File: src/hw/rtl/sdpc_pkg.sv
`default_nettype none
package sdpc_pkg;

    localparam int ANGLE_ITERATIONS = 16;
    localparam int CORDIC_STEPS = (ANGLE_ITERATIONS > 24) ? 24 : ANGLE_ITERATIONS;
    localparam int CORDIC_LAT = CORDIC_STEPS + 2;
    localparam int DIV_STAGES = 25;
    localparam int SQRT_STAGES = 13;
    localparam int BACK_LAT = DIV_STAGES + SQRT_STAGES;
    localparam int FRONT_LAT = 3;
    localparam int PIPE_LAT = FRONT_LAT + BACK_LAT;
    localparam int HEAD_PAD = BACK_LAT - CORDIC_LAT;
    localparam int CW = 27;
    localparam int AW = 33;

    typedef enum logic [1:0] {
        TURN_NONE  = 2'd0,
        TURN_LEFT  = 2'd1,
        TURN_RIGHT = 2'd2
    } cam_t;

    typedef enum logic [1:0] {
        REG_LEFT_DZ  = 2'd0,
        REG_RIGHT_DZ = 2'd1,
        REG_CAM_INV  = 2'd2
    } reg_idx_t;

    typedef struct packed {
        logic signed [15:0] x;
        logic signed [15:0] y;
        logic [30:0]        xsq;
        logic [30:0]        ysq;
        logic [31:0]        s;
        logic [12:0]        xmag;
        logic [12:0]        ymag;
        logic               big;
        logic               dead;
        cam_t               cam;
    } front_t;

    function automatic logic [29:0] atan_entry(input logic [4:0] idx);
        logic [29:0] v;
        case (idx)
            5'd0:  v = 30'h20000000;
            5'd1:  v = 30'h12E4051E;
            5'd2:  v = 30'h09FB385B;
            5'd3:  v = 30'h051111D4;
            5'd4:  v = 30'h028B0D43;
            5'd5:  v = 30'h0145D7E1;
            5'd6:  v = 30'h00A2F61E;
            5'd7:  v = 30'h00517C55;
            5'd8:  v = 30'h0028BE53;
            5'd9:  v = 30'h00145F2F;
            5'd10: v = 30'h000A2F98;
            5'd11: v = 30'h000517CC;
            5'd12: v = 30'h00028BE6;
            5'd13: v = 30'h000145F3;
            5'd14: v = 30'h0000A2F9;
            5'd15: v = 30'h0000517C;
            5'd16: v = 30'h000028BE;
            5'd17: v = 30'h0000145F;
            5'd18: v = 30'h00000A2F;
            5'd19: v = 30'h00000517;
            5'd20: v = 30'h0000028B;
            5'd21: v = 30'h00000145;
            5'd22: v = 30'h000000A2;
            5'd23: v = 30'h00000051;
            default: v = 30'h0;
        endcase
        return v;
    endfunction

endpackage
`default_nettype wire

File: src/hw/rtl/sdpc_div.sv
`default_nettype none
module sdpc_div (
    input  wire logic        aclk,
    input  wire logic        ce,
    input  wire logic [30:0] num,
    input  wire logic [31:0] den,
    output logic [24:0]      quo
);
    import sdpc_pkg::*;

    logic [32:0] rem_reg [DIV_STAGES];
    logic [31:0] den_reg [DIV_STAGES];
    logic [24:0] quo_reg [DIV_STAGES];

    // quotient of (num << 24) / den, one bit per stage, MSB first
    for (genvar k = 0; k < DIV_STAGES; k++) begin : g_stage
        logic [32:0] rem_in;
        logic [31:0] den_in;
        logic [24:0] quo_in;
        logic        take;
        if (k == 0) begin : g_first
            assign rem_in = {2'b0, num};
            assign den_in = den;
            assign quo_in = '0;
        end else begin : g_next
            assign rem_in = {rem_reg[k-1][31:0], 1'b0};
            assign den_in = den_reg[k-1];
            assign quo_in = quo_reg[k-1];
        end
        assign take = rem_in >= {1'b0, den_in};
        always_ff @(posedge aclk) begin
            if (ce) begin
                rem_reg[k] <= take ? (rem_in - {1'b0, den_in}) : rem_in;
                den_reg[k] <= den_in;
                quo_reg[k] <= quo_in | (25'(take) << (DIV_STAGES - 1 - k));
            end
        end
    end

    assign quo = quo_reg[DIV_STAGES-1];

endmodule
`default_nettype wire

File: config.mk
export PLATFORM = sky130hd
export DESIGN_NAME = sdpc_div
export DESIGN_NICKNAME = d
export VERILOG_FILES = /design/src/hw/rtl/sdpc_pkg.sv /design/src/hw/rtl/sdpc_div.sv
export SDC_FILE = /design/constraint.sdc
export NUM_CORES = 2
export LEC_CHECK = 0
export BUFFER_PORTS_ARGS = -buffer_cell sky130_fd_sc_hd__buf_2
export CORE_ASPECT_RATIO = 0.8
export CORE_UTILIZATION = 50
export CTS_CLUSTER_DIAMETER = 120
export DETAILED_ROUTE_END_ITERATION = 10
export GPL_ROUTABILITY_DRIVEN = 0
export PLACE_DENSITY = 0.78
export SYNTH_ARGS = -nofsm -noshare
export SYNTH_HDL_FRONTEND = slang
export SYNTH_SLANG_ARGS = --single-unit
File: constraint.sdc
create_clock -name aclk -period 3.8 [get_ports aclk]
set_input_delay 0.19 -clock aclk [delete_from_list [all_inputs] [get_ports aclk]]
set_output_delay 0.19 -clock aclk [all_outputs]
set_load 0.03 [all_outputs]
Word level (Yosys, flattened, before mapping)
Memories as Yosys holds them, arrays and structs flattened.
Index checks and enable logic that the tools add are counted.
Widths: inputs -> output; s select.
{"block": "totals", "ff_bits": 0, "memories": 3, "mem_bits_rw": 2250, "wordCells": 104}
{"block": "op_classes", "n_addsub": 25, "order_cmp": 25, "n_mux": 27, "n_bitwise": 24}
{"memory": "rem_reg", "depth": 25, "word_bits": 33, "read_ports": 24, "rd_clocked_by_memory_dff": 0, "wr": 25, "line_no": "sdpc_div.sv:11", "source": "logic [32:0] rem_reg [DIV_STAGES];"}
{"memory": "den_reg", "depth": 25, "word_bits": 32, "read_ports": 24, "rd_clocked_by_memory_dff": 0, "wr": 25, "line_no": "sdpc_div.sv:12", "source": "logic [31:0] den_reg [DIV_STAGES];"}
{"memory": "quo_reg", "depth": 25, "word_bits": 25, "read_ports": 25, "rd_clocked_by_memory_dff": 0, "wr": 25, "line_no": "sdpc_div.sv:13", "source": "logic [24:0] quo_reg [DIV_STAGES];"}
{"op": "$mux 33", "n": 25}
{"op": "$ge 33x32->1", "n": 24}
{"op": "$sub 33x32->33", "n": 24}
{"op": "$sub 31x32->33", "n": 1}
{"op": "$ge 31x32->1", "n": 1}
{"op": "$or 25x1->25", "n": 1}
{"op": "$or 25x10->25", "n": 1}
{"op": "$or 25x11->25", "n": 1}
{"op": "$or 25x12->25", "n": 1}
{"op": "$or 25x13->25", "n": 1}
{"op": "$or 25x14->25", "n": 1}
{"op": "$or 25x15->25", "n": 1}
{"op": "$or 25x16->25", "n": 1}
{"op": "$or 25x17->25", "n": 1}
{"op": "$or 25x18->25", "n": 1}
{"op": "$or 25x19->25", "n": 1}
{"op": "$or 25x2->25", "n": 1}
{"op": "$or 25x20->25", "n": 1}
{"op": "$or 25x21->25", "n": 1}
{"op": "$or 25x22->25", "n": 1}
{"op": "$or 25x23->25", "n": 1}
{"op": "$or 25x24->25", "n": 1}
{"op": "$or 25x3->25", "n": 1}
{"op": "$or 25x4->25", "n": 1}
{"op": "6 further kinds", "n": 7}

Depth between registers and ports, before layout
An unclocked memory read counts as a cell.
{"block": "depth", "depth_word": 3, "depth_mapped": 16, "ltp_nobuf": 14}

Least setup slack after synthesis
Ideal clock, no wire load.
{"block": "synth_path", "path_kind": "register to register", "startpoint": "mem rem_reg[9][2] (netlist: rem_reg[1][35])", "endpoint": "mem rem_reg[10][5] (netlist: rem_reg[1][71]), data pin", "t_arrival_ps": 3345, "required_time_ps": 3540, "stages_incl_launch_ff": 14, "n_path_buf": 1, "setup_slack_ps": 195, "setup_time_ps": 260, "cell_sequence": "edfxtp_1 ha_1 a21o_1 a21oi_2 a21oi_2 nor4b_2 or2_1 o311a_1 nor2_1 a2111oi_4 a21oi_2 a2111oi_4 buf_6 mux2_4"}
{"element": "start: declaration", "line_no": "sdpc_div.sv:11"}

==> reports/results.tsv <==
metric	value	unit
drc	0	
ys_warn_count	0	
first_pass_iters	6	
grt_setup_unrepaired	true	
swShare	38.2	%
r2r_slack	-0.06	ns
drv_cap	0	
ys_ff_latch	1861	
wl	262000	um
initialDrtViolationCount	8721	
max_freq	259	MHz
finalNetCount	10600	
critPathCaptureType	register	
grt_max_degree	178	
skew	0.0704	ns
slew_viol_final	0	
drive_gt1_share	13.0	%
rows	150	
slowest_stage	edfxtp_1	
hold_viol_final	0	
p_int	65300	uW
die-area	0.214	mm2
yosysSeqAreaShare	52.8	%
port_buffers	89	
dpl_cell_area	0.112	mm2
finalInstanceArea	0.120	mm2
power_density	883	mW/mm2
antenna_left	0	
synth_edf_count	1861	
avgSynthCellArea	11.4	um2
violations	setup timing	
crit_arrival	4.43	ns
syn_inst	9264	
pin_count	90	
fin_crit	3.86	ns
core	0.210	mm2
clkTransAtPathRegs	0.07	ns
cts_root_buf	clkbuf_16	
synth_nets	10200	
cts_buffers	191	
comb_power_share	49.3	%
cts.sinks	1861	
grt_overflow	0	
grt_usage	23.6	%
min_path_type	input pin to register	
n_fill_cell	16200	
path_max_fanout	15	
vias	75800	
status	finished, violations left	
tightest_slew	1.10	ns
path_delay_family	compound AO/OA/AOI/OAI gates	
async_flop_share	0	%
dpl.hpwl	189000	um
synth.distinct_cells	97	
worstRegToRegCells	15	
cpPeakStageDelay	0.47	ns
cp.required	4.37	ns
switchingPower	40400	uW
initial_utilization	50.5	%
clkPwrFrac	17.7	%
die_y	414	um
max_slew_margin	26.5	%
path_class	register to register	
grt_pass1_wl	399000	um
clockBufferDepth	4	
path_cells	ha_1 > a21o_1 > a21o_1 > a21oi_1 > o22ai_1 > or3_1 > o221a_2 > o21a_1 > nor2_4 > o41ai_4 > buf_4 > buf_12 > buf_4 > nor2_1 > a21oi_2	
startpoint_type	register	
ys.flop_type	edfxtp_1	
holdPathEnd	den_reg[0][10]	
via_per_inst	5.96	
cts_tree	built	
antenna_found_initial	9	
path_buf_inv	3	
die_w	516	um
reg2reg_from	rem_reg[0][109]	
setup_slack	-0.0621	ns
finalSetupViolations	6	
h-tree-depth	4	
grt_pass1_vias	71700	
worstHoldPathCells	2	
holdCritStartpoint	den[10]	
synthToLayoutAreaGrowth	13.1	%
clock_latency	0.86	ns
leakage	0.0496	uW
routedWlPerCell	20.6	um
period_share	102	%
reg2reg_to	rem_reg[0][152]	
syn_area	0.106	mm2
peakVddDrop	0.879	mV
power_frac_seq	33.0	%
finalSetupTns	-0.236	ns
-- cell usage after synthesis, types with 10 or more instances --
master	count	area share [%]
o22ai_1	13	0.077
a31oi_1	71	0.42
o31a_1	26	0.22
o21ai_1	16	0.076
and3_1	66	0.39
xnor2_1	374	3.1
a31o_2	14	0.12
and2_1	39	0.23
buf_4	10	0.071
a211oi_1	53	0.38
a221oi_1	22	0.18
a21o_1	417	3.0
nand2b_1	119	0.70
mux2_4	26	0.37
fa_1	24	0.45
a21boi_0	29	0.21
mux2i_1	24	0.23
mux2_2	359	3.8
nor4_1	30	0.18
o21bai_1	87	0.62
or4_1	18	0.13
or2_2	27	0.16
nor2b_1	126	0.74
inv_1	1004	3.6
a211o_1	18	0.15
nand4_1	115	0.68
o2111ai_1	12	0.099
xor2_1	254	2.1
edfxtp_1	1861	53
clkbuf_1	124	0.44
nor3_1	117	0.55
o21a_1	123	0.87
or3_1	43	0.25
o21ai_0	582	2.8
a311oi_1	16	0.13
nor2_1	470	1.7
ha_1	798	9.4
a21oi_1	676	3.2
buf_2	46	0.22
o211ai_1	31	0.22
nand2_1	586	2.1
o41ai_1	13	0.11
nand3_1	131	0.62
a2111oi_0	22	0.18
o31ai_1	45	0.32
-- per-layer routing --
layer / up-vias / GRT usage (%) / routed length (um)
met5: - / 0 / 68
met2: 3833 / 35.6 / 113000
li1: 35000 / - / -
met3: 585 / 5.66 / 29400
met4: 10 / 6.96 / 8080
met1: 36400 / 33.7 / 112000
-- per-stage QoR --
| stage | total power [uW] | setup WS, ns | util, % | instances | hold WS [ns] |
|---|---|---|---|---|---|
| global placement | 81200 | -0.0656 | 53.2 | 12200 | 0.384 |
| detailed placement | 83200 | -0.139 | 53.2 | 12200 | 0.385 |
| global route | 112000 | -0.0660 | 57.1 | 12700 | 0.0425 |
| floorplan | 69400 | 0.195 | - | 9264 | 0.289 |
| finish | 106000 | -0.0621 | 57.1 | 12700 | 0.0712 |
| CTS | 103000 | 0.00166 | 56.5 | 12700 | 0.0280 |
-- layout make-up --
cell class	instances	area (um2)	share of cell area, %
sequential	1861	55900	46.7
multi-input combinational	6206	46200	38.6
clock buffer	226	4970	4.15
timing repair buffer	484	4270	3.56
inverter	1007	3780	3.16
tap	2812	3520	2.94
clock inverter	111	1120	0.937
antenna	2	5.00	0.00418
-- cells by family after synthesis --
group / count (synthesis) / share of synthesized area, %
AO/OA/AOI/OAI: 2414 / 14.6
XOR/XNOR: 628 / 5.19
adder cells (fa/ha/maj): 822 / 9.88
buffers and inverters: 1197 / 4.38
flip-flops: 1861 / 52.8
multiplexers: 415 / 4.48
AND/OR/NAND/NOR: 1927 / 8.71
-- worst reg2reg max path: cells and delay by family (launching register included) --
family          cells  cell delay [ns]
flops               1             0.47
buf+inv             3             0.54
fa+ha+maj           1             0.31
compound gates      8             1.52
simple gates        3             0.72
-- timing repair --
| action | 4_1_cts | 5_1_grt |
|---|---|---|
| cloned | 1 | 13 |
| endpoints found under the setup margin | 208 | 623 |
| pin swaps | 6 | 52 |
| resized for setup | 26 | 172 |
| endpoints found under the hold margin | 219 | 0 |
| hold buffers | 64 | 0 |
| buffers inserted | 5 | 43 |
-- power by group through the flow --
stage / clock network, uW / registers, uW / logic, uW
finish: 18700 / 34900 / 52200
global route: 19700 / 35200 / 56600
CTS: 19000 / 34600 / 49200
detailed placement: 0 / 34900 / 48300
global placement: 0 / 34900 / 46300
floorplan: 0 / 32800 / 36600
-- cells in the final DEF, fill, tap and decap left out, types with 26 or more instances in the layout --
cell type,count
edfxtp_1,1861
inv_1,1003
ha_1,781
a21oi_1,659
nand2_1,585
o21ai_0,546
nor2_1,468
a21o_1,417
xnor2_1,374
mux2_2,359
buf_4,279
xor2_1,254
clkbuf_16,206
nand3_1,128
nor2b_1,125
o21a_1,120
nand2b_1,119
nand4_1,115
nor3_1,110
buf_2,88
o21bai_1,85
a31oi_1,67
and3_1,66
dlygate4sd3_1,64
o21ai_1,44
or3_1,43
a211oi_1,43
and2_1,39
o31ai_1,37
buf_12,35
mux2_4,32
clkinv_1,32
clkbuf_1,32
o211ai_1,31
or2_2,27
nor4_1,26
o31a_1,26
clkinv_2,26
-- worst max path at each step --
stage                          from              end  slack [ns]  cells past startpoint
CTS                  rem_reg[1][35]   rem_reg[1][70]       0.002                     14
global route         den_reg[1][32]   rem_reg[1][94]       -0.07                     11
detailed placement  rem_reg[1][166]  rem_reg[1][228]       -0.14                     13
floorplan            rem_reg[1][35]   rem_reg[1][71]        0.19                     13
finish              rem_reg[0][109]  rem_reg[0][152]       -0.06                     15
global placement     rem_reg[1][35]   rem_reg[1][69]       -0.07                     13
No activity file was read; power rests on OpenSTA's default activity.
