$ cat config.mk
export PLATFORM = sky130hd
export DESIGN_NAME = sdpc_cordic
export DESIGN_NICKNAME = d
export VERILOG_FILES = /design/src/hw/rtl/sdpc_pkg.sv /design/src/hw/rtl/sdpc_cordic.sv
export SDC_FILE = /design/constraint.sdc
export NUM_CORES = 2
export LEC_CHECK = 0
export BUFFER_PORTS_ARGS = -buffer_cell sky130_fd_sc_hd__clkbuf_2
export CAP_MARGIN = 20
export CORE_MARGIN = 3
export CORE_UTILIZATION = 59
export DETAILED_ROUTE_END_ITERATION = 7
export PLACE_DENSITY = 0.78
export SYNTH_ARGS = -nofsm -noshare
export SYNTH_HDL_FRONTEND = slang
export SYNTH_SLANG_ARGS = --single-unit
$ cat constraint.sdc
create_clock -name aclk -period 4.9 [get_ports aclk]
set_input_delay 0.49 -clock aclk [delete_from_list [all_inputs] [get_ports aclk]]
set_output_delay 0.49 -clock aclk [all_outputs]
set_load 0.05 [all_outputs]
$ cat src/hw/rtl/sdpc_pkg.sv
`default_nettype none
package sdpc_pkg;

    localparam int ANGLE_ITERATIONS = 16;
    localparam int CORDIC_STEPS = (ANGLE_ITERATIONS > 24) ? 24 : ANGLE_ITERATIONS;
    localparam int CORDIC_LAT = CORDIC_STEPS + 2;
    localparam int DIV_STAGES = 25;
    localparam int SQRT_STAGES = 13;
    localparam int BACK_LAT = DIV_STAGES + SQRT_STAGES;
    localparam int FRONT_LAT = 3;
    localparam int PIPE_LAT = FRONT_LAT + BACK_LAT;
    localparam int HEAD_PAD = BACK_LAT - CORDIC_LAT;
    localparam int CW = 27;
    localparam int AW = 33;

    typedef enum logic [1:0] {
        TURN_NONE  = 2'd0,
        TURN_LEFT  = 2'd1,
        TURN_RIGHT = 2'd2
    } cam_t;

    typedef enum logic [1:0] {
        REG_LEFT_DZ  = 2'd0,
        REG_RIGHT_DZ = 2'd1,
        REG_CAM_INV  = 2'd2
    } reg_idx_t;

    typedef struct packed {
        logic signed [15:0] x;
        logic signed [15:0] y;
        logic [30:0]        xsq;
        logic [30:0]        ysq;
        logic [31:0]        s;
        logic [12:0]        xmag;
        logic [12:0]        ymag;
        logic               big;
        logic               dead;
        cam_t               cam;
    } front_t;

    function automatic logic [29:0] atan_entry(input logic [4:0] idx);
        logic [29:0] v;
        case (idx)
            5'd0:  v = 30'h20000000;
            5'd1:  v = 30'h12E4051E;
            5'd2:  v = 30'h09FB385B;
            5'd3:  v = 30'h051111D4;
            5'd4:  v = 30'h028B0D43;
            5'd5:  v = 30'h0145D7E1;
            5'd6:  v = 30'h00A2F61E;
            5'd7:  v = 30'h00517C55;
            5'd8:  v = 30'h0028BE53;
            5'd9:  v = 30'h00145F2F;
            5'd10: v = 30'h000A2F98;
            5'd11: v = 30'h000517CC;
            5'd12: v = 30'h00028BE6;
            5'd13: v = 30'h000145F3;
            5'd14: v = 30'h0000A2F9;
            5'd15: v = 30'h0000517C;
            5'd16: v = 30'h000028BE;
            5'd17: v = 30'h0000145F;
            5'd18: v = 30'h00000A2F;
            5'd19: v = 30'h00000517;
            5'd20: v = 30'h0000028B;
            5'd21: v = 30'h00000145;
            5'd22: v = 30'h000000A2;
            5'd23: v = 30'h00000051;
            default: v = 30'h0;
        endcase
        return v;
    endfunction

endpackage
`default_nettype wire

$ cat src/hw/rtl/sdpc_cordic.sv
`default_nettype none
module sdpc_cordic (
    input  wire logic               aclk,
    input  wire logic               ce,
    input  wire logic signed [15:0] x,
    input  wire logic signed [15:0] y,
    output logic [15:0]             heading
);
    import sdpc_pkg::*;

    typedef struct packed {
        logic xz;
        logic yz;
        logic xpos;
        logic ypos;
    } cflag_t;

    logic signed [CW-1:0] re_reg  [CORDIC_STEPS+1];
    logic signed [CW-1:0] im_reg  [CORDIC_STEPS+1];
    logic signed [AW-1:0] acc_reg [CORDIC_STEPS+1];
    cflag_t               fl_reg  [CORDIC_STEPS+1];
    logic signed [CW-1:0] re0, im0, re_pre, im_pre;
    logic signed [AW-1:0] acc_pre, ang, ang_adj;
    cflag_t               fl_pre, fl_last;
    logic [15:0]          t_lo, heading_reg, heading_next;

    assign re0 = {{3{y[15]}}, y, 8'b0};
    assign im0 = {{3{x[15]}}, x, 8'b0};

    always_comb begin
        re_pre  = re0;
        im_pre  = im0;
        acc_pre = '0;
        if (re0 < 0) begin
            if (im0 >= 0) begin
                re_pre  = im0;
                im_pre  = -re0;
                acc_pre = AW'(33'sh0_4000_0000);
            end else begin
                re_pre  = -im0;
                im_pre  = re0;
                acc_pre = -AW'(33'sh0_4000_0000);
            end
        end
        fl_pre.xz   = (x == 16'sd0);
        fl_pre.yz   = (y == 16'sd0);
        fl_pre.xpos = (x > 16'sd0);
        fl_pre.ypos = (y > 16'sd0);
    end

    always_ff @(posedge aclk) begin
        if (ce) begin
            re_reg[0]  <= re_pre;
            im_reg[0]  <= im_pre;
            acc_reg[0] <= acc_pre;
            fl_reg[0]  <= fl_pre;
        end
    end

    for (genvar k = 0; k < CORDIC_STEPS; k++) begin : g_step
        logic signed [CW-1:0] dre, dim;
        logic signed [AW-1:0] tab;
        assign dre = im_reg[k] >>> k;
        assign dim = re_reg[k] >>> k;
        assign tab = $signed({3'b0, atan_entry(5'(k))});
        always_ff @(posedge aclk) begin
            if (ce) begin
                if (!im_reg[k][CW-1]) begin
                    re_reg[k+1]  <= re_reg[k] + dre;
                    im_reg[k+1]  <= im_reg[k] - dim;
                    acc_reg[k+1] <= acc_reg[k] + tab;
                end else begin
                    re_reg[k+1]  <= re_reg[k] - dre;
                    im_reg[k+1]  <= im_reg[k] + dim;
                    acc_reg[k+1] <= acc_reg[k] - tab;
                end
                fl_reg[k+1] <= fl_reg[k];
            end
        end
    end

    assign fl_last = fl_reg[CORDIC_STEPS];

    always_comb begin
        if (fl_last.xz) begin
            ang = fl_last.ypos ? '0 : AW'(33'sh0_8000_0000);
        end else if (fl_last.yz) begin
            ang = fl_last.xpos ? AW'(33'sh0_4000_0000) : -AW'(33'sh0_4000_0000);
        end else begin
            ang = acc_reg[CORDIC_STEPS];
        end
        // truncate toward zero on the divide by 2^16
        ang_adj = ang + (ang[AW-1] ? AW'(65535) : AW'(0));
        t_lo = ang_adj[31:16];
        heading_next = 16'h0 - t_lo - 16'h8000;
    end

    always_ff @(posedge aclk) begin
        if (ce) begin
            heading_reg <= heading_next;
        end
    end

    assign heading = heading_reg;

endmodule
`default_nettype wire

# Word level (Yosys, flattened, before mapping)
# Memories as Yosys holds them, arrays and structs flattened.
# Cells that the tools add are included.
# op_classes
addsub	100
n_bitwise	48
magnitude_cmp	4
n_reduce_logical	2
n_mux	157
# op_table
op	n
27-bit 2-to-1 mux	36
33-bit 2-to-1 mux	21
1-bit 2-to-1 mux	98
27-bit by 12-bit adder with 27-bit output	2
27-bit by 13-bit adder with 27-bit output	2
27-bit by 14-bit adder with 27-bit output	2
27-bit by 15-bit adder with 27-bit output	2
27-bit by 16-bit adder with 27-bit output	2
27-bit by 17-bit adder with 27-bit output	2
27-bit by 18-bit adder with 27-bit output	2
27-bit by 19-bit adder with 27-bit output	2
27-bit by 20-bit adder with 27-bit output	2
27-bit by 21-bit adder with 27-bit output	2
27-bit by 22-bit adder with 27-bit output	2
27-bit by 23-bit adder with 27-bit output	2
27-bit by 24-bit adder with 27-bit output	2
27-bit by 25-bit adder with 27-bit output	2
27-bit by 26-bit adder with 27-bit output	2
24-bit negator with 27-bit output	2
27-bit by 12-bit subtractor with 27-bit output	2
27-bit by 13-bit subtractor with 27-bit output	2
27-bit by 14-bit subtractor with 27-bit output	2
27-bit by 15-bit subtractor with 27-bit output	2
27-bit by 16-bit subtractor with 27-bit output	2
other kinds (54)	114
# totals
ram_bits	1547
memories	4
regBits	16
input_bits	34
out_inout_bits	16
elab_cells	316
# mem_list
name	words	word_bits	read_ports	rd_ports_with_merged_regs	write_ports	line_no	rtl
acc_reg	17	33	17	0	17	sdpc_cordic.sv:20	logic signed [AW-1:0] acc_reg [CORDIC_STEPS+1];
im_reg	17	27	16	0	17	sdpc_cordic.sv:19	logic signed [CW-1:0] im_reg [CORDIC_STEPS+1];
re_reg	17	27	16	0	17	sdpc_cordic.sv:18	logic signed [CW-1:0] re_reg [CORDIC_STEPS+1];
fl_reg	17	4	17	0	17	sdpc_cordic.sv:21	cflag_t fl_reg [CORDIC_STEPS+1];

# Longest topological paths before layout
# An unclocked memory read counts as a cell.
# logic_depth
ltp_word	8
mapped_depth	20
mapped_depth_nobuf	19

# Worst setup path before layout
# No wires, ideal clock.
# synth_path
kind	input-to-reg
start	input ce
end	memory im_reg[7][26], data pin
stages	18
setup_slack_ns	-0.032
t_required_ns	4.638
arrival_time_ns	4.671
setup_ns	0.262
path_cell_list	clkbuf_1 > buf_1 > nand2_1 > inv_1 > clkbuf_1 > nor2_1 > xor2_1 > ha_1 > a211o_1 > a2111oi_0 > o211ai_1 > a311oi_1 > o21bai_1 > nand2_1 > o21ai_0 > a311oi_1 > a21oi_1 > xnor2_1
# synth_lines
element	line_no	rtl
from (decl)	sdpc_cordic.sv:4	input wire logic ce,
to (decl)	sdpc_cordic.sv:19	

==> metrics.cfg <==
[clock_network]
numClockSinks=1275
clk_transition_reported_paths_ps=70
cts-buffers-inserted=145
cts_buffer_depth=3
cts_tree=yes
htree_levels=4
clk_root_buffer_cell=clkbuf_16
clkLatencyLatePin_ps=810
number_of_post_cts_setup_repair_buffers=0

[critical_path]
worst_path_class_setup=reg -> reg
worst-path-max-fanout=6
crit_path_cell_trace=inv_1 -> ha_1 -> nand2_1 -> or3_1 -> o41ai_2 -> xnor2_1 -> ha_1 -> nand4_1 -> o21ai_0 -> o21ai_1 -> o311ai_1 -> or4b_2 -> a21oi_1 -> o31ai_1 -> a21o_1 -> a21oi_1 -> xnor2_1
critical_path_required_ps=5450
slowest_delay_ps=690
cp-start-kind=flip-flop
cp-end-kind=flip-flop
r2r_cell_count=17
arrival_ps=5190
worst_path_max_delay_cell=or4b_2

[place]
dpl_worst_slack_ps=77.3
detailed_place.area_mm2=0.106
port_buffers=49
gp_congestion=0.979
post-dp-hpwl_mm=199

[logic_synthesis]
synth_cells=10400
yosys_warnings=0
yosys.area.top_type_share_pct=37.6
synth.area.top_cells=edfxtp_1, ha_1, xnor2_1
post-synth-top-area-cell=edfxtp_1
mapped_area_mm2=0.102
multiplexer_fraction_of_the_synthesized_cell_area_pct=0.518
fraction_of_the_mapped_netlist_area_in_simple_logic_gates_pct=12.9
synth_area_per_cell_um2=9.80
postSynth.topFlopCell=edfxtp_1
post_synth_fa_ha_maj_area_fraction_pct=15.1
cell_with_the_most_instances_after_synthesis=edfxtp_1
synth-seq-cells=1275
synth_top_family_by_area=compound AO/OA/AOI/OAI gates
synth_enable_flop_cells=1275
yosysSeqAreaShare_pct=37.6
synthXorXnorAreaFrac_pct=12.6
synth_compound_gate_area_share_pct=19.0
synthTopCellsByCount=edfxtp_1, ha_1, xnor2_1
yosys.cell_types.count=91
asyncSetResetFlopFracSynth_pct=0

[grt]
wire_length_of_the_first_global_routing_pass_mm=406
met3_resource_use_gr_pct=3.23
overall_overflow_remaining_after_global_route=0
top_usage_layer=met2
grt_start_max_net_pins=90
global_route.usage.met2_pct=45.5
grt.met1_usage_pct=38.4
overall_track_demand_over_capacity_in_global_routing_pct=27.9
grt_antenna_before_repair=9
vias_in_the_first_global_route=76300

[final_layout]
final_layout_fill_cell_count=13700
layout.cell_area.non_filler_mm2=0.111
largest_reg_flops=458
synthToLayoutAreaGrowth_pct=8.98
final_nets=11900
final_layout_size_suffix_gt1_share_pct=5.55

[timing]
fin_ws_ps=258
clock-skew-final_ps=27.3
worst_slew_margin_rel_pct=31.4
timing.final.max_slew_violations=0
setup_viol_count_final=0
post-route-period-util_pct=94.7
finalHoldViolations=0
fin_setup_tns_ps=0
max_freq_mhz=215
holdWs_ps=64.6
finalCriticalPeriod_ps=4640
worstMarginPinSlew_ps=1030
rsz0062_at_grt=false

[routing]
totalWireLength_mm=254
drc=0
drtIter0Drc=6255
dr.pass1.iters=6
final_antenna_net_count=0
vias=79400
wl_per_cell_um=19.5
route.detailed.vias_per_inst=6.10

[run_status]
outcome=completed

[floorplanning]
vert_die_dim_um=421
row_count=151
design.die.area_mm2=0.177
fp.dieW_um=421
io_pins=50
core_region_area_mm2=0.170
initial_utilization_pct=59.7

[hold_path]
holdPathStages=2
hold_path.class=in -> reg

[flow_run]
timing.max_cap.violations=0

-- cell families (layout without fill, tap and decap cells) --
kind of cell	count (synthesis)	after routing
buffers and inverters	597	943
flip-flops	1275	1275
other	1	5
XOR/XNOR	1463	1463
multiplexers	51	51
adder cells (fa/ha/maj)	1207	1207
AND/OR/NAND/NOR	2767	2767
AO/OA/AOI/OAI	3016	3016
-- placed cells by master (no fill, tap or decap), drive strengths merged, types with 222 or more instances in the layout --
cell type     n
nand3       222
o21ai       577
nor2        859
edfxtp     1275
ha         1171
xor2        451
a21o        380
inv         448
a21oi       960
nor3        250
xnor2      1012
nand2       663
-- worst max-delay path: cells and delay by family, from the launching register on --
kind	cells	cell delay [ps]
compound gates	8	1690
simple gates	4	1330
flops	1	500
fa+ha+maj	2	490
xor+xnor	2	260
buf+inv	1	100
-- final timing paths --
kind	start	endpoint	slack, ps
worst max register to register	re_reg[9][9]$_DFFE_PP_	im_reg[10][26]$_DFFE_PP_	260
worst max-delay path	re_reg[9][9]$_DFFE_PP_	im_reg[10][26]$_DFFE_PP_	260
worst min register to register	fl_reg[0][15]$_DFFE_PP_	fl_reg[0][19]$_DFFE_PP_	420
worst min-delay path	x[13]	im_reg[0][21]$_DFFE_PP_	60
-- routing by layer --
metal / routed length (um) / vias up
met3: 12800 / 434
met4: 9430 / 4
met1: 115000 / 37800
met2: 117000 / 2075
li1: - / 39100
met5: 18 / -
-- stage by stage --
stage	instances	util, %
final	13000	65.0
after global routing	13000	65.0
after CTS	13000	64.9
after detailed placement	12800	62.1
after global placement	12800	62.1
after floorplan	10400	-
-- cell type report --
class	instances	area [um2]	share of cell area, %
Antenna cell	2	5.00	0.00451
Clock buffer	166	3790	3.42
Clock inverter	91	1040	0.938
Inverter	447	1680	1.51
Multi-Input combinational cell	8507	61400	55.4
Sequential cell	1275	38300	34.5
Tap cell	2295	2870	2.59
Timing Repair Buffer	239	1800	1.62
-- timing repair --
| item | CTS | global route |
|---|---|---|
| setup endpoints to repair | 0 | 34 |
| hold buffers | 4 | 0 |
| resized for setup | 0 | 39 |
| hold endpoints to repair | 5 | 0 |
Power is left out: the tool's default activity adds up to more than one toggle a clock period on the data nets, which glitch-free logic cannot reach.
