### config.mk
export PLATFORM = sky130hd
export DESIGN_NAME = sdpc_isqrt
export DESIGN_NICKNAME = d
export VERILOG_FILES = /design/src/hw/rtl/sdpc_pkg.sv /design/src/hw/rtl/sdpc_isqrt.sv
export SDC_FILE = /design/constraint.sdc
export NUM_CORES = 1
export LEC_CHECK = 0
export BUFFER_PORTS_ARGS = -buffer_cell sky130_fd_sc_hd__buf_2
export CORE_ASPECT_RATIO = 0.75
export CORE_MARGIN = 2
export CORE_UTILIZATION = 35
export DETAILED_ROUTE_END_ITERATION = 6
export SKIP_LAST_GASP = 1
export SLEW_MARGIN = 20
export SYNTH_ARGS = -nofsm -noshare
export SYNTH_HDL_FRONTEND = slang
export SYNTH_SLANG_ARGS = --single-unit
### constraint.sdc
create_clock -name aclk -period 2.6 [get_ports aclk]
set_input_delay 0.52 -clock aclk [delete_from_list [all_inputs] [get_ports aclk]]
set_output_delay 0.52 -clock aclk [all_outputs]
set_load 0.005 [all_outputs]
### src/hw/rtl/sdpc_pkg.sv
`default_nettype none
package sdpc_pkg;

    localparam int ANGLE_ITERATIONS = 16;
    localparam int CORDIC_STEPS = (ANGLE_ITERATIONS > 24) ? 24 : ANGLE_ITERATIONS;
    localparam int CORDIC_LAT = CORDIC_STEPS + 2;
    localparam int DIV_STAGES = 25;
    localparam int SQRT_STAGES = 13;
    localparam int BACK_LAT = DIV_STAGES + SQRT_STAGES;
    localparam int FRONT_LAT = 3;
    localparam int PIPE_LAT = FRONT_LAT + BACK_LAT;
    localparam int HEAD_PAD = BACK_LAT - CORDIC_LAT;
    localparam int CW = 27;
    localparam int AW = 33;

    typedef enum logic [1:0] {
        TURN_NONE  = 2'd0,
        TURN_LEFT  = 2'd1,
        TURN_RIGHT = 2'd2
    } cam_t;

    typedef enum logic [1:0] {
        REG_LEFT_DZ  = 2'd0,
        REG_RIGHT_DZ = 2'd1,
        REG_CAM_INV  = 2'd2
    } reg_idx_t;

    typedef struct packed {
        logic signed [15:0] x;
        logic signed [15:0] y;
        logic [30:0]        xsq;
        logic [30:0]        ysq;
        logic [31:0]        s;
        logic [12:0]        xmag;
        logic [12:0]        ymag;
        logic               big;
        logic               dead;
        cam_t               cam;
    } front_t;

    function automatic logic [29:0] atan_entry(input logic [4:0] idx);
        logic [29:0] v;
        case (idx)
            5'd0:  v = 30'h20000000;
            5'd1:  v = 30'h12E4051E;
            5'd2:  v = 30'h09FB385B;
            5'd3:  v = 30'h051111D4;
            5'd4:  v = 30'h028B0D43;
            5'd5:  v = 30'h0145D7E1;
            5'd6:  v = 30'h00A2F61E;
            5'd7:  v = 30'h00517C55;
            5'd8:  v = 30'h0028BE53;
            5'd9:  v = 30'h00145F2F;
            5'd10: v = 30'h000A2F98;
            5'd11: v = 30'h000517CC;
            5'd12: v = 30'h00028BE6;
            5'd13: v = 30'h000145F3;
            5'd14: v = 30'h0000A2F9;
            5'd15: v = 30'h0000517C;
            5'd16: v = 30'h000028BE;
            5'd17: v = 30'h0000145F;
            5'd18: v = 30'h00000A2F;
            5'd19: v = 30'h00000517;
            5'd20: v = 30'h0000028B;
            5'd21: v = 30'h00000145;
            5'd22: v = 30'h000000A2;
            5'd23: v = 30'h00000051;
            default: v = 30'h0;
        endcase
        return v;
    endfunction

endpackage
`default_nettype wire

### src/hw/rtl/sdpc_isqrt.sv
`default_nettype none
module sdpc_isqrt (
    input  wire logic        aclk,
    input  wire logic        ce,
    input  wire logic [24:0] rad,
    output logic [12:0]      root
);
    import sdpc_pkg::*;

    logic [24:0] rem_reg  [SQRT_STAGES];
    logic [12:0] root_reg [SQRT_STAGES];

    for (genvar j = 0; j < SQRT_STAGES; j++) begin : g_stage
        localparam int B = SQRT_STAGES - 1 - j;
        logic [24:0] rem_in;
        logic [12:0] root_in;
        logic [26:0] trial;
        logic        take;
        if (j == 0) begin : g_first
            assign rem_in  = rad;
            assign root_in = '0;
        end else begin : g_next
            assign rem_in  = rem_reg[j-1];
            assign root_in = root_reg[j-1];
        end
        assign trial = ({14'b0, root_in} << (B + 1)) + (27'd1 << (2 * B));
        assign take  = {2'b0, rem_in} >= trial;
        always_ff @(posedge aclk) begin
            if (ce) begin
                rem_reg[j]  <= take ? 25'({2'b0, rem_in} - trial) : rem_in;
                root_reg[j] <= root_in | (13'(take) << B);
            end
        end
    end

    assign root = root_reg[SQRT_STAGES-1];

endmodule
`default_nettype wire

**Word level (Yosys, flattened, before mapping)**

Memory sizes are Yosys's and may differ from the RTL's.
Index checks and enable logic that the tools add are counted.

- Register bits after elaboration: 0
- Latch bits: 0
- Bits in writable memories: 494
- Bits in read-only memories: 0
- Input bits: 27
- Memories kept: 2

Memory list:

| name | depth | width | rd ports | clocked after Yosys merged registers in | write ports | RTL line | RTL |
|---|---|---|---|---|---|---|---|
| rem_reg | 13 | 25 | 12 | 0 | 13 | sdpc_isqrt.sv:10 | `logic [24:0] rem_reg [SQRT_STAGES];` |
| root_reg | 13 | 13 | 13 | 0 | 13 | sdpc_isqrt.sv:11 | `logic [12:0] root_reg [SQRT_STAGES];` |

- $add $sub $neg: 25
- Multiply operators: 0
- Div/mod/pow operators: 0
- $lt $le $gt $ge: 13
- Equal/unequal tests: 0
- Shift-type cells: 0
- Muxes and demuxes: 15
- Bitwise gates (word level): 12
- Reductions and logical operators: 0

Operator list:

| operator | count |
|---|---|
| two-way mux 25 bit | 13 |
| subtractor 25 bit | 2 |
| adder 25 x 23 -> 26 bit, second input constant | 1 |
| greater-or-equal comparator 25 x 26 -> 1 bit | 1 |
| adder 24 x 21 -> 25 bit, second input constant | 1 |
| greater-or-equal comparator 25 x 15 -> 1 bit | 1 |
| greater-or-equal comparator 25 x 16 -> 1 bit | 1 |
| greater-or-equal comparator 25 x 17 -> 1 bit | 1 |
| greater-or-equal comparator 25 x 18 -> 1 bit | 1 |
| greater-or-equal comparator 25 x 19 -> 1 bit | 1 |
| greater-or-equal comparator 25 x 20 -> 1 bit | 1 |
| greater-or-equal comparator 25 x 21 -> 1 bit | 1 |
| greater-or-equal comparator 25 x 22 -> 1 bit | 1 |
| greater-or-equal comparator 25 x 23 -> 1 bit | 1 |
| greater-or-equal comparator 25 x 24 -> 1 bit | 1 |
| greater-or-equal comparator 25 bit | 1 |
| greater-or-equal comparator 25 bit, second input constant | 1 |
| subtractor 25 x 15 -> 25 bit | 1 |
| subtractor 25 x 16 -> 25 bit | 1 |
| subtractor 25 x 17 -> 25 bit | 1 |
| subtractor 25 x 18 -> 25 bit | 1 |
| subtractor 25 x 19 -> 25 bit | 1 |
| subtractor 25 x 20 -> 25 bit | 1 |
| subtractor 25 x 21 -> 25 bit | 1 |
| other kinds (27) | 28 |

**Depth between registers and ports, before layout**

An unclocked memory read counts as a cell.

- Depth in word-level cells: 4
- Gate-level depth with buffers: 11
- Mapped depth without buffers: 10

**Worst setup path after synthesis**

OpenSTA, ideal clock, no wires.

- Path type: register -> register
- Start: mem rem_reg[8][8] (netlist: rem_reg[2][8])
- End: mem rem_reg[9][24] (netlist: rem_reg[2][49]), data pin
- Library setup time: 0.258 ns
- Data arrival time: 2.398 ns
- Data required time: 2.342 ns
- Path slack: -0.055 ns
- Cell stages (with the launch flop): 9
- Path buffers: 0
- Cells stage by stage: edfxtp_1 > ha_1 > nor2b_1 > a41o_1 > o41ai_1 > o21ai_0 > a21bo_2 > or3_1 > xnor2_1

RTL lines:

| item | RTL line |
|---|---|
| start, declared | sdpc_isqrt.sv:10 |

==> impl_metrics.csv <==
group,metric,value,unit
clocking,clk_pin_slew,0.06,ns
synth,ys_async_sr_fraction,0,%
detailed_routing,drtIter0Drc,619,
synth,synth_fp_nets,1475,
placed_design,place_congestion,0.835,
die,die_h,201,um
synth,synth_area,18100,um^2
die,io_pins,40,
die,die_area,53600,um^2
global_routing,grt_max_degree,89,
global_routing,grt_usage,12.2,%
clocking,hold_buffers,0,
clocking,cts-htree-levels,2,
final_layout,antenna_cells,0,
die,num_rows,72,
placed_design,numPortBuffers,39,
synth,synth_cell_types,64,
clocking,cts_sinks,391,
timing,rsz0062_at_grt,"true",
setup_path,regToRegSetupSlack,0.08,ns
setup_path,crit_path_max_fanout,3,
die,core-area,51300,um^2
synth,ys.warnings.count,0,
timing,fin_ws,0.0824,ns
clocking,cts_buffers,40,
timing,hold_viol,0,
setup_path,crit_arrival,2.82,ns
detailed_routing,vias,10700,
global_routing,met2_usage,21.9,%
synth,ys_top_cells_by_area,"edfxtp_1 65%, ha_1 6.9%, xnor2_1 2.7%",
setup_path,endpoint_kind,"flop",
detailed_routing,viasPerCell,4.84,
global_routing,antenna_found_initial,0,
timing,max_freq,397,MHz
timing,tns,0,ns
status,outcome,"complete, no violations",
setup_path,timing.rr.start,"rem_reg[2][31]$_DFFE_PP_",
run,max_cap_violations,0,
timing,setup_viol,0,
synth,syn_inst,1347,
setup_path,r2r_end,"rem_reg[2][66]$_DFFE_PP_",
pwr,peakVddDrop,514,uV
setup_path,critical_path_class,"flop to flop",
placed_design,place_ws,-0.0744,ns
worst_hold_path,min_from,"rad[10]",
setup_path,start_kind,"flop",
global_routing,grt_pass1_wl,52.8,mm
worst_hold_path,whs_path_depth,1,
synth,synth_edf_count,391,
die,initial_core_util,35.3,%
global_routing,gr-total-overflow,0,
synth,ys_dominant_reg_cell,"edfxtp_1",
clocking,clockRootBuffer,"clkbuf_16",
clocking,clockBufferDepth,3,
synth,yosysTopAreaCell,"edfxtp_1",
pwr,power_density,837,nW/um^2
synth,ys_ff_latch,391,
setup_path,cp.required,2.90,ns
final_layout,largest_reg_flops,300,
die,die-width,267,um
synth,synth.top_cell.area_share,64.8,%
global_routing,grt_pass1_vias,10900,
timing,relSlewSlack,54.3,%
detailed_routing,first_pass_iters,5,
timing,finalCriticalPeriod,2.52,ns
detailed_routing,drc,0,
worst_hold_path,worstHoldEndpoint,"rem_reg[0][10]$_DFFE_PP_",
pwr,p_leak,8.18,nW
timing,post-route-period-util,96.8,%
synth,ys_seq_area_share,64.8,%
timing,slew_viol_final,0,
global_routing,met3_usage,2.43,%
placed_design,dp_hpwl,23.4,mm
synth,syn_avg_cell_area,13.4,um^2
clocking,cts_tree,"yes",
detailed_routing,antenna_left,0,
final_layout,drive_gt1_share,17.1,%
worst_hold_path,hold_path_class,"primary input to flop",
final_layout,syn_to_final_growth,18.2,%
timing,skew,0.0151,ns
clocking,clk_latency,0.55,ns
final_layout,nNetsFinal,1635,
setup_path,r2r_cells,8,
global_routing,globalRouteMet1Util,14.6,%
detailed_routing,wirelength,32.5,mm
detailed_routing,wl_per_cell,14.7,um
global_routing,top_usage_layer,"met2",
timing,worst_pin_slew,0.682,ns
final_layout,n_fill_cell,4659,
-- per-stage QoR --
| step | power, W | cell area (um^2) | utilization (%) | hold WS [ns] | cells |
|---|---|---|---|---|---|
| 2_1_floorplan | 0.0110 | 18100 | - | 0.417 | 1347 |
| 4_1_cts | 0.0180 | 21100 | 41.0 | 0.111 | 2187 |
| 5_1_grt | 0.0189 | 21400 | 41.7 | 0.114 | 2203 |
| 3_5_place_dp | 0.0123 | 19800 | 38.5 | 0.428 | 2115 |
| 6_report | 0.0179 | 21400 | 41.7 | 0.144 | 2203 |
| 3_3_place_gp | 0.0121 | 19800 | 38.5 | 0.423 | 2115 |
-- critical path: stages, from the launching register on --
cell and delay (ns):
edfxtp_1 0.40, ha_1 0.33, nor2b_1 0.16, o31a_1 0.30, o22ai_2 0.23, o22ai_1 0.12, o21ai_1 0.20, nor2b_1 0.19
mux2_2 0.34
-- power by group --
group	internal (W)	leakage (nW)	total, W	switching [W]
Clock	0.00326	0.617	0.00565	0.00240
Combinational	0.00178	3.81	0.00362	0.00184
Sequential	0.00808	3.75	0.00864	0.000558
Total	0.0131	8.18	0.0179	0.00480
-- Yosys cell counts (5+ instances only) --
cell type and count:
or4_1 10, xnor2_1 56, mux2_2 22, clkbuf_1 11
nor2_1 88, nand4_1 15, edfxtp_1 391, or3_1 16
a21o_1 16, o31ai_1 5, o21a_1 25, a211oi_1 6
nor2b_1 17, o21ai_0 58, mux2i_1 6, and3_1 6
nand2b_1 23, nand3_1 10, nand4b_1 6, xor2_1 46
buf_2 5, nor4_1 33, ha_1 100, inv_1 121
a21oi_1 70, nor4b_1 10, or2_2 5, nand2_1 55
nor3_1 41, o21bai_1 7
-- cell families (layout without fill, tap and decap cells) --
group	after synthesis	in the layout	share of synthesized area, %
flip-flops	391	391	64.8
AND/OR/NAND/NOR	353	353	10.4
AO/OA/AOI/OAI	234	234	8.23
buffers and inverters	137	327	2.87
XOR/XNOR	102	102	4.93
adder cells (fa/ha/maj)	101	101	7.02
multiplexers	28	28	1.70
other	1	1	0.0207
-- cell type report --
| cell class | instances | area [um^2] | share of cell area (%) |
|---|---|---|---|
| inverters | 121 | 454 | 2.12 |
| flip-flops and latches | 391 | 11700 | 54.9 |
| clock buffers | 48 | 1030 | 4.82 |
| multi-input cells | 819 | 6080 | 28.4 |
| well taps | 666 | 833 | 3.89 |
| repair buffers | 134 | 1010 | 4.71 |
| clock inverters | 24 | 253 | 1.18 |
-- per-layer routing --
layer / part of all wire, % / wire [um]
met3: 3.8 / 1230
met2: 51 / 16400
met5: 0 / 0
met4: 2.3 / 760
met1: 43 / 14000
-- what timing repair did --
item,4_1_cts,5_1_grt
pin swaps,1,10
resized for setup,6,42
buffers inserted,0,15
setup endpoints to repair,7,75
gates cloned,0,1
-- how the worst max path moves through the flow --
| stage | startpoint | slack (ns) | to | cells past startpoint |
|---|---|---|---|---|
| floorplan | rem_reg[2][12]$_DFFE_PP_ | -0.02 | rem_reg[2][49]$_DFFE_PP_ | 8 |
| global placement | rem_reg[2][40]$_DFFE_PP_ | -0.06 | rem_reg[2][58]$_DFFE_PP_ | 8 |
| detailed placement | rem_reg[2][40]$_DFFE_PP_ | -0.07 | rem_reg[2][62]$_DFFE_PP_ | 8 |
| CTS | rem_reg[1][62]$_DFFE_PP_ | 0.004 | rem_reg[1][88]$_DFFE_PP_ | 8 |
| global route | root_reg[3][9]$_DFFE_PP_ | -0.02 | rem_reg[1][16]$_DFFE_PP_ | 10 |
| finish | rem_reg[2][31]$_DFFE_PP_ | 0.08 | rem_reg[2][66]$_DFFE_PP_ | 8 |
-- cell usage in the layout (no fill, tap or decap), types with 6 or more instances in the layout --
master     netlist  layout
o21ai_0         58      52
buf_2            5      38
nor3_1          41      39
and3_1           6       6
nor4b_1         10       6
mux2i_1          6       6
inv_1          121     118
buf_12           0       6
o21a_1          25      24
nand4b_1         6       6
xor2_1          46      46
edfxtp_1       391     391
mux2_2          22      22
clkbuf_16        0      41
clkinv_1         0       6
nand2_1         55      54
xnor2_1         56      56
nand4_1         15      15
or4_1           10      10
a21oi_1         70      70
clkinv_2         0       7
buf_4            0      87
nand2b_1        23      23
nand3_1         10      10
nor2b_1         17      14
or3_1           16      14
ha_1           100      93
clkbuf_1        11       8
a21o_1          16      16
nor4_1          33      31
nor2_1          88      88
o21bai_1         7       7
Note: power is estimated with default switching activity, not from simulation.
