[src/hw/rtl/sdpc_pkg.sv]
`default_nettype none
package sdpc_pkg;

    localparam int ANGLE_ITERATIONS = 16;
    localparam int CORDIC_STEPS = (ANGLE_ITERATIONS > 24) ? 24 : ANGLE_ITERATIONS;
    localparam int CORDIC_LAT = CORDIC_STEPS + 2;
    localparam int DIV_STAGES = 25;
    localparam int SQRT_STAGES = 13;
    localparam int BACK_LAT = DIV_STAGES + SQRT_STAGES;
    localparam int FRONT_LAT = 3;
    localparam int PIPE_LAT = FRONT_LAT + BACK_LAT;
    localparam int HEAD_PAD = BACK_LAT - CORDIC_LAT;
    localparam int CW = 27;
    localparam int AW = 33;

    typedef enum logic [1:0] {
        TURN_NONE  = 2'd0,
        TURN_LEFT  = 2'd1,
        TURN_RIGHT = 2'd2
    } cam_t;

    typedef enum logic [1:0] {
        REG_LEFT_DZ  = 2'd0,
        REG_RIGHT_DZ = 2'd1,
        REG_CAM_INV  = 2'd2
    } reg_idx_t;

    typedef struct packed {
        logic signed [15:0] x;
        logic signed [15:0] y;
        logic [30:0]        xsq;
        logic [30:0]        ysq;
        logic [31:0]        s;
        logic [12:0]        xmag;
        logic [12:0]        ymag;
        logic               big;
        logic               dead;
        cam_t               cam;
    } front_t;

    function automatic logic [29:0] atan_entry(input logic [4:0] idx);
        logic [29:0] v;
        case (idx)
            5'd0:  v = 30'h20000000;
            5'd1:  v = 30'h12E4051E;
            5'd2:  v = 30'h09FB385B;
            5'd3:  v = 30'h051111D4;
            5'd4:  v = 30'h028B0D43;
            5'd5:  v = 30'h0145D7E1;
            5'd6:  v = 30'h00A2F61E;
            5'd7:  v = 30'h00517C55;
            5'd8:  v = 30'h0028BE53;
            5'd9:  v = 30'h00145F2F;
            5'd10: v = 30'h000A2F98;
            5'd11: v = 30'h000517CC;
            5'd12: v = 30'h00028BE6;
            5'd13: v = 30'h000145F3;
            5'd14: v = 30'h0000A2F9;
            5'd15: v = 30'h0000517C;
            5'd16: v = 30'h000028BE;
            5'd17: v = 30'h0000145F;
            5'd18: v = 30'h00000A2F;
            5'd19: v = 30'h00000517;
            5'd20: v = 30'h0000028B;
            5'd21: v = 30'h00000145;
            5'd22: v = 30'h000000A2;
            5'd23: v = 30'h00000051;
            default: v = 30'h0;
        endcase
        return v;
    endfunction

endpackage
`default_nettype wire

[src/hw/rtl/sdpc_front.sv]
`default_nettype none
module sdpc_front (
    input  wire logic                aclk,
    input  wire logic                ce,
    input  wire logic signed [15:0]  left_x,
    input  wire logic signed [15:0]  left_y,
    input  wire logic signed [15:0]  right_x,
    input  wire logic [14:0]         left_dz,
    input  wire logic [14:0]         right_dz,
    input  wire logic                cam_inv,
    output sdpc_pkg::front_t         fr
);
    import sdpc_pkg::*;

    logic [16:0]        ax, ay, ax1_reg, ay1_reg, ax2_reg, ay2_reg;
    logic signed [16:0] rx_ext, rd_ext;
    logic               rx_gt, rx_lt, dead_next;
    cam_t               cam_next;
    logic signed [15:0] x1_reg, y1_reg, x2_reg, y2_reg;
    logic               dead1_reg, dead2_reg;
    cam_t               cam1_reg, cam2_reg;
    logic signed [31:0] xsq_full, ysq_full;
    logic [30:0]        xsq2_reg, ysq2_reg;
    front_t             fr_reg, fr_next;

    assign ax = left_x[15] ? (17'd0 - {left_x[15], left_x}) : {1'b0, left_x};
    assign ay = left_y[15] ? (17'd0 - {left_y[15], left_y}) : {1'b0, left_y};
    assign dead_next = !((ax > {2'b0, left_dz}) || (ay > {2'b0, left_dz}));
    assign rx_ext = {right_x[15], right_x};
    assign rd_ext = $signed({2'b0, right_dz});
    assign rx_gt = rx_ext > rd_ext;
    assign rx_lt = rx_ext < -rd_ext;

    always_comb begin
        if (rx_gt) begin
            cam_next = cam_inv ? TURN_LEFT : TURN_RIGHT;
        end else if (rx_lt) begin
            cam_next = cam_inv ? TURN_RIGHT : TURN_LEFT;
        end else begin
            cam_next = TURN_NONE;
        end
    end

    assign xsq_full = x1_reg * x1_reg;
    assign ysq_full = y1_reg * y1_reg;

    always_comb begin
        fr_next.x    = x2_reg;
        fr_next.y    = y2_reg;
        fr_next.xsq  = xsq2_reg;
        fr_next.ysq  = ysq2_reg;
        fr_next.s    = {1'b0, xsq2_reg} + {1'b0, ysq2_reg};
        fr_next.big  = fr_next.s > 32'h4000_0000;
        fr_next.xmag = ax2_reg[15:3];
        fr_next.ymag = ay2_reg[15:3];
        fr_next.dead = dead2_reg;
        fr_next.cam  = cam2_reg;
    end

    always_ff @(posedge aclk) begin
        if (ce) begin
            x1_reg    <= left_x;
            y1_reg    <= left_y;
            ax1_reg   <= ax;
            ay1_reg   <= ay;
            dead1_reg <= dead_next;
            cam1_reg  <= cam_next;
            x2_reg    <= x1_reg;
            y2_reg    <= y1_reg;
            ax2_reg   <= ax1_reg;
            ay2_reg   <= ay1_reg;
            dead2_reg <= dead1_reg;
            cam2_reg  <= cam1_reg;
            xsq2_reg  <= xsq_full[30:0];
            ysq2_reg  <= ysq_full[30:0];
            fr_reg    <= fr_next;
        end
    end

    assign fr = fr_reg;

endmodule
`default_nettype wire

[config.mk]
export PLATFORM = sky130hd
export DESIGN_NAME = sdpc_front
export DESIGN_NICKNAME = d
export VERILOG_FILES = /design/src/hw/rtl/sdpc_pkg.sv /design/src/hw/rtl/sdpc_front.sv
export SDC_FILE = /design/constraint.sdc
export NUM_CORES = 2
export LEC_CHECK = 0
export BUFFER_PORTS_ARGS = -buffer_cell sky130_fd_sc_hd__buf_4
export CORE_ASPECT_RATIO = 1.2
export CORE_MARGIN = 3
export CORE_UTILIZATION = 52
export CTS_CLUSTER_DIAMETER = 80
export CTS_CLUSTER_SIZE = 40
export DETAILED_ROUTE_END_ITERATION = 7
export PLACE_DENSITY = 0.71
export REMOVE_ABC_BUFFERS = 1
export SLEW_MARGIN = 25
export SYNTH_ARGS = -nofsm -noshare
export SYNTH_HDL_FRONTEND = slang
export SYNTH_SLANG_ARGS = --single-unit
[constraint.sdc]
create_clock -name aclk -period 7.82 [get_ports aclk]
set_clock_uncertainty 0.1 [all_clocks]
set_input_delay 0.391 -clock aclk [delete_from_list [all_inputs] [get_ports aclk]]
set_output_delay 0.391 -clock aclk [all_outputs]
set_load 0.005 [all_outputs]
After elaboration in Yosys (flattened, before gate mapping)
Index checks and enable logic that the tools add are counted.
Widths: inputs -> output; s select.
{"block": "word_totals", "reg_bits": 352, "inputBits": 81, "out_inout_bits": 156, "wordCells": 43}
{"block": "op_classes", "addsub": 4, "mul": 2, "order_cmp": 5, "muxes": 6, "reduce_logical": 2}
{"cell": "$mul 16x16->31", "n": 2}
{"cell": "$gt 17x15->1", "n": 2}
{"cell": "$mux 17", "n": 2}
{"cell": "$sub 1x16->17 const A", "n": 2}
{"cell": "$add 31x31->32", "n": 1}
{"cell": "$gt 32x31->1 const B", "n": 1}
{"cell": "$lt 16x17->1", "n": 1}
{"cell": "$neg 15->17", "n": 1}
{"cell": "$gt 16x16->1", "n": 1}
{"cell": "$mux 2", "n": 4}
{"cell": "$logic_not 1->1", "n": 1}
{"cell": "$logic_or 1x1->1", "n": 1}

Logic depth before layout (Yosys ltp)
{"block": "logic_depth", "depth_word": 5, "depth_mapped": 26, "depth_no_buf": 25}

Worst setup path after synthesis
OpenSTA, ideal clock, no wires.
{"block": "synth_timing", "path_type": "reg2reg", "from": "register y1_reg[15]", "to": "register ysq2_reg[28], data pin", "setup_time_ns": 0.258, "t_arrival_ns": 6.201, "required_time_ns": 7.462, "slack_ns": 1.261, "path_stages_with_launch": 24, "path_buffers": 2, "period_less_slack_ns": 6.559, "cell_sequence": "edfxtp_1 -> clkbuf_1 -> clkinv_1 -> buf_1 -> nor2_1 -> fa_1 -> inv_1 -> fa_1 -> inv_1 -> fa_1 -> fa_1 -> fa_1 -> inv_1 -> fa_1 -> inv_1 -> ha_1 -> a21o_1 -> a21o_1 -> a21o_1 -> a21oi_1 -> nor2_1 -> a221oi_1 -> nor2b_1 -> xnor2_1"}
{"block": "synth_via", "elab_chain_cells": 1}
{"item": "start, declared", "line": "sdpc_front.sv:19", "source": "logic signed [15:0] x1_reg, y1_reg, x2_reg, y2_reg;"}
{"item": "start signal, assigned", "line": "sdpc_front.sv:63", "source": "y1_reg <= left_y;"}
{"item": "$mul 16x16->31", "line": "sdpc_front.sv:45", "source": "assign ysq_full = y1_reg * y1_reg;"}
{"item": "net ysq_full[28]", "line": "sdpc_front.sv:22", "source": "logic signed [31:0] xsq_full, ysq_full;"}
{"item": "end signal, assigned", "line": "sdpc_front.sv:75", "source": "ysq2_reg <= ysq_full[30:0];"}
{"item": "end, declared", "line": "sdpc_front.sv:23", "source": "logic [30:0] xsq2_reg, ysq2_reg;"}
The timed path passes the listed nets, and every way through them passes these cells.
A chain may end at the register's enable or synchronous reset.

Worst setup path after layout
{"block": "layout_timing", "from": "register x1_reg[12]", "to": "register xsq2_reg[30], data pin"}
{"block": "layout_via", "elab_chain_cells": 1}
{"item": "start, declared", "line": "sdpc_front.sv:19"}
{"item": "start signal, assigned", "line": "sdpc_front.sv:62", "source": "x1_reg <= left_x;"}
{"item": "$mul 16x16->31", "line": "sdpc_front.sv:44", "source": "assign xsq_full = x1_reg * x1_reg;"}
{"item": "net xsq_full[30]", "line": "sdpc_front.sv:22"}
{"item": "end signal, assigned", "line": "sdpc_front.sv:74", "source": "xsq2_reg <= xsq_full[30:0];"}
{"item": "end, declared", "line": "sdpc_front.sv:23"}
The timed path passes the listed nets, and every way through them passes these cells.

==> impl_results.rst <==
.. list-table::
   :header-rows: 1

   * - Metric
     - Value
   * - Result of the run
     - finished clean
   * - Share of post-route cells with drive strength above 1
     - a little over a tenth
   * - Post-route DRC violation count
     - 0
   * - Buffers on Ports
     - 234
   * - EDFF count, synth
     - 332
   * - Share of Yosys cell area claimed by the top area cell type
     - 32.01%
   * - Detail Placement HPWL
     - 60.39 mm
   * - Unrepaired setup endpoints after global routing
     - false
   * - Max FO, Critical Path
     - 11
   * - Netlist cell types
     - just over 70
   * - Number of maximum-capacitance constraint violations
     - 0
   * - Total number of vias
     - slightly above 20000
   * - Area contributors post-synth
     - sky130_fd_sc_hd__edfxtp_1 32%, sky130_fd_sc_hd__fa_1 29%, sky130_fd_sc_hd__ha_1 11%
   * - Final std cells w/o fill
     - approximately 3900
   * - Die extent in x
     - 229.4 um
   * - Total negative setup slack
     - 0 ns
   * - Yosys Warn Count
     - 0
   * - Final wirelength
     - approximately 74 mm
   * - Pin slew with the least headroom to its limit
     - slightly above 1 ns
   * - First-pass GRT wire length
     - 119.3 mm
   * - Starting density of the core
     - ~53%
   * - Vertical extent of the die
     - 274.1 um
   * - Commonest non-fill, non-tap cells in the layout
     - 705 x sky130_fd_sc_hd__inv_1, 457 x sky130_fd_sc_hd__fa_1, 332 x sky130_fd_sc_hd__edfxtp_1
   * - Share of the cycle needed by the critical path after routing
     - 92.44%
   * - Total CTS buffers
     - 23
   * - Clock transition at the registers of the reported paths
     - approximately 0.11 ns
   * - Final net count
     - just under 4000
   * - Req. time, crit path
     - around 8.1 ns
   * - Clock tree from TritonCTS
     - built
   * - Synthesized area per cell
     - between 10 and 15 um2
   * - Max clock buf depth
     - 3
   * - Worst Setup End Kind
     - flip-flop
   * - Arrival time of data at the critical path endpoint
     - between 7 and 8 ns
   * - Rows
     - just under 100
   * - Global placement routability congestion
     - 0.9366
   * - Remaining Overflow, GRT
     - 0
   * - Sequential share of the synthesized area
     - ~32%
   * - Area overhead of the layout relative to synthesis
     - 12.79%
   * - Hold Fails Final Rpt
     - 0
   * - Async set-reset flop share out of synthesis
     - 0%
   * - Aggregate global-route resource usage
     - 24.47%
   * - Mean number of vias per cell
     - roughly 5.3
   * - Cell area after synthesis
     - ~0.031 mm2
   * - Gate Count Post-Synth
     - around 2800
   * - Placed cell count
     - 3780
   * - Dpl cell area
     - around 0.034 mm2
   * - Time the final worst path needs with I/O delays and setup
     - 7.229 ns
   * - Routed length per placed instance
     - slightly below 20 um
   * - Max reg flops
     - between 150 and 200
   * - Root buffer cell
     - sky130_fd_sc_hd__clkbuf_16
   * - Leading cell type in the layout, fill and taps excluded
     - sky130_fd_sc_hd__inv_1
   * - HP Class
     - primary input to flip-flop
   * - Number of synthesized register bits
     - about 330
   * - Antenna Nets Post-Route
     - 0
   * - Vias in the first global route
     - between 20000 and 25000
   * - Initial DRT Pass Iterations
     - 5
   * - Final Setup Violations
     - 0
   * - Clock tree sinks
     - ~330
   * - Maximum level of the CTS H-tree
     - 1
   * - Setup Buffers After CTS
     - 0
   * - Relative slew margins
     - roughly a third
   * - Die footprint
     - approximately 0.063 mm2
   * - Cell accounting for the most synthesized area
     - sky130_fd_sc_hd__edfxtp_1
   * - Pins over their slew limit
     - 0
   * - Fmax achieved
     - about 140 MHz
   * - Area of the core
     - 0.05886 mm2
   * - Layout fillers
     - between 4000 and 5000
   * - Class of the most critical setup path
     - flip-flop to flip-flop
   * - CP Launch Type
     - flip-flop
   * - Clock latency of the later-clocked register in the worst-skew pair
     - ~0.60 ns
   * - Boundary Pins
     - approximately 240
   * - Initial DRC count
     - around 1200
   * - Sequential cell area in the final layout
     - roughly 0.01 mm2
   * - Initial antenna violation count
     - 2
   * - Pin count of the biggest net entering global routing
     - roughly 160
   * - Post-cts resize count
     - 0
   * - Primary flip-flop cell chosen by synthesis mapping
     - sky130_fd_sc_hd__edfxtp_1
   * - Area occupied by multi-input gates
     - 0.01829 mm2
   * - Final Cell Area
     - about 0.035 mm2
[cells in the mapped netlist (9+ instances only)]
cell type / number
sky130_fd_sc_hd__a211oi_1: 11
sky130_fd_sc_hd__a21o_1: 32
sky130_fd_sc_hd__a21oi_1: 79
sky130_fd_sc_hd__and2_1: 61
sky130_fd_sc_hd__clkbuf_1: 46
sky130_fd_sc_hd__edfxtp_1: 332
sky130_fd_sc_hd__fa_1: 457
sky130_fd_sc_hd__ha_1: 269
sky130_fd_sc_hd__inv_1: 705
sky130_fd_sc_hd__nand2_1: 196
sky130_fd_sc_hd__nand2b_1: 17
sky130_fd_sc_hd__nand3_1: 27
sky130_fd_sc_hd__nand4_1: 16
sky130_fd_sc_hd__nor2_1: 115
sky130_fd_sc_hd__nor2b_1: 20
sky130_fd_sc_hd__nor3_1: 25
sky130_fd_sc_hd__nor4_1: 10
sky130_fd_sc_hd__o211ai_1: 9
sky130_fd_sc_hd__o21a_1: 21
sky130_fd_sc_hd__o21ai_0: 41
sky130_fd_sc_hd__o21bai_1: 14
sky130_fd_sc_hd__o31ai_1: 11
sky130_fd_sc_hd__xnor2_1: 126
sky130_fd_sc_hd__xor2_1: 28
[layout make-up]
class | count | share of cell area, %
Clock buffer | 24 | 1.649
Sequential cell | 332 | 28.38
Tap cell | 792 | 2.821
Inverter | 710 | 7.587
Timing Repair Buffer | 290 | 6.490
Antenna cell | 2 | 0.01425
Multi-Input combinational cell | 1689 | 52.06
Clock inverter | 17 | 1.004
[per-stage QoR]
stage / hold WS (ns) / worst slack (ns) / utilization (%)
after floorplan: 0.3003 / 1.204 / -
after detailed placement: 0.3045 / 0.6644 / 57.53
after CTS: 0.2434 / 0.6168 / 59.67
after global routing: 0.2828 / 0.09971 / 59.67
after global placement: 0.3035 / 0.8959 / 57.53
final: 0.2549 / 0.5914 / 59.68
[routing by layer]
layer / vias up / share of wire (%) / global-route usage, %
li1: 9330 / - / -
met1: 10234 / 38 / 29.93
met2: 734 / 49 / 41.52
met3: 186 / 7.6 / 5.289
met4: 2 / 5.3 / 11.65
met5: - / 0.022 / 0
[cells by family (layout without fill, tap and decap cells)]
logic type | Yosys count | count (layout) | share of synthesized area [%]
buffers and inverters | 764 | 1041 | 9.292
flip-flops | 332 | 332 | 32.01
AND/OR/NAND/NOR | 520 | 520 | 7.882
AO/OA/AOI/OAI | 282 | 282 | 6.126
multiplexers | 5 | 5 | 0.1687
other | 1 | 4 | 0.01204
adder cells (fa/ha/maj) | 726 | 726 | 40.18
XOR/XNOR | 154 | 154 | 4.331
[path summary, 6_finish.rpt]
check,start,slack [ns],endpoint,cells past startpoint
worst min register to register,ay1_reg[11]$_DFFE_PP_,0.29,ay2_reg[11]$_DFFE_PP_,0
worst min-delay path,ce,0.25,fr[145]$_DFFE_PP_,1
worst max-delay path,x1_reg[12]$_DFFE_PP_,0.59,xsq2_reg[30]$_DFFE_PP_,25
worst max register to register,x1_reg[12]$_DFFE_PP_,0.59,xsq2_reg[30]$_DFFE_PP_,25
[timing repair]
item | 4_1_cts | 5_1_grt
hold endpoints to repair | 33 | 0
hold buffers | 33 | 0
setup endpoints to repair | 0 | 0
[critical path, stage by stage, from the launching register on]
cell and delay, ns:
sky130_fd_sc_hd__edfxtp_1 0.67, sky130_fd_sc_hd__clkinv_1 0.47, sky130_fd_sc_hd__nor2_1 0.33, sky130_fd_sc_hd__inv_1 0.09, sky130_fd_sc_hd__fa_1 0.48, sky130_fd_sc_hd__inv_1 0.06, sky130_fd_sc_hd__fa_1 0.53, sky130_fd_sc_hd__inv_1 0.05
sky130_fd_sc_hd__fa_1 0.51, sky130_fd_sc_hd__inv_1 0.06, sky130_fd_sc_hd__fa_1 0.45, sky130_fd_sc_hd__fa_1 0.49, sky130_fd_sc_hd__inv_1 0.05, sky130_fd_sc_hd__fa_1 0.47, sky130_fd_sc_hd__inv_1 0.05, sky130_fd_sc_hd__ha_1 0.34
sky130_fd_sc_hd__a21oi_1 0.20, sky130_fd_sc_hd__nor2b_1 0.07, sky130_fd_sc_hd__nor2_1 0.08, sky130_fd_sc_hd__inv_1 0.05, sky130_fd_sc_hd__a21oi_1 0.21, sky130_fd_sc_hd__nand2_1 0.07, sky130_fd_sc_hd__a31oi_1 0.31, sky130_fd_sc_hd__o21ai_1 0.19
sky130_fd_sc_hd__mux2i_1 0.15, sky130_fd_sc_hd__a2111oi_0 0.46
Power is left out: the tool's default activity adds up to more than one toggle a clock period on the data nets, which glitch-free logic cannot reach.
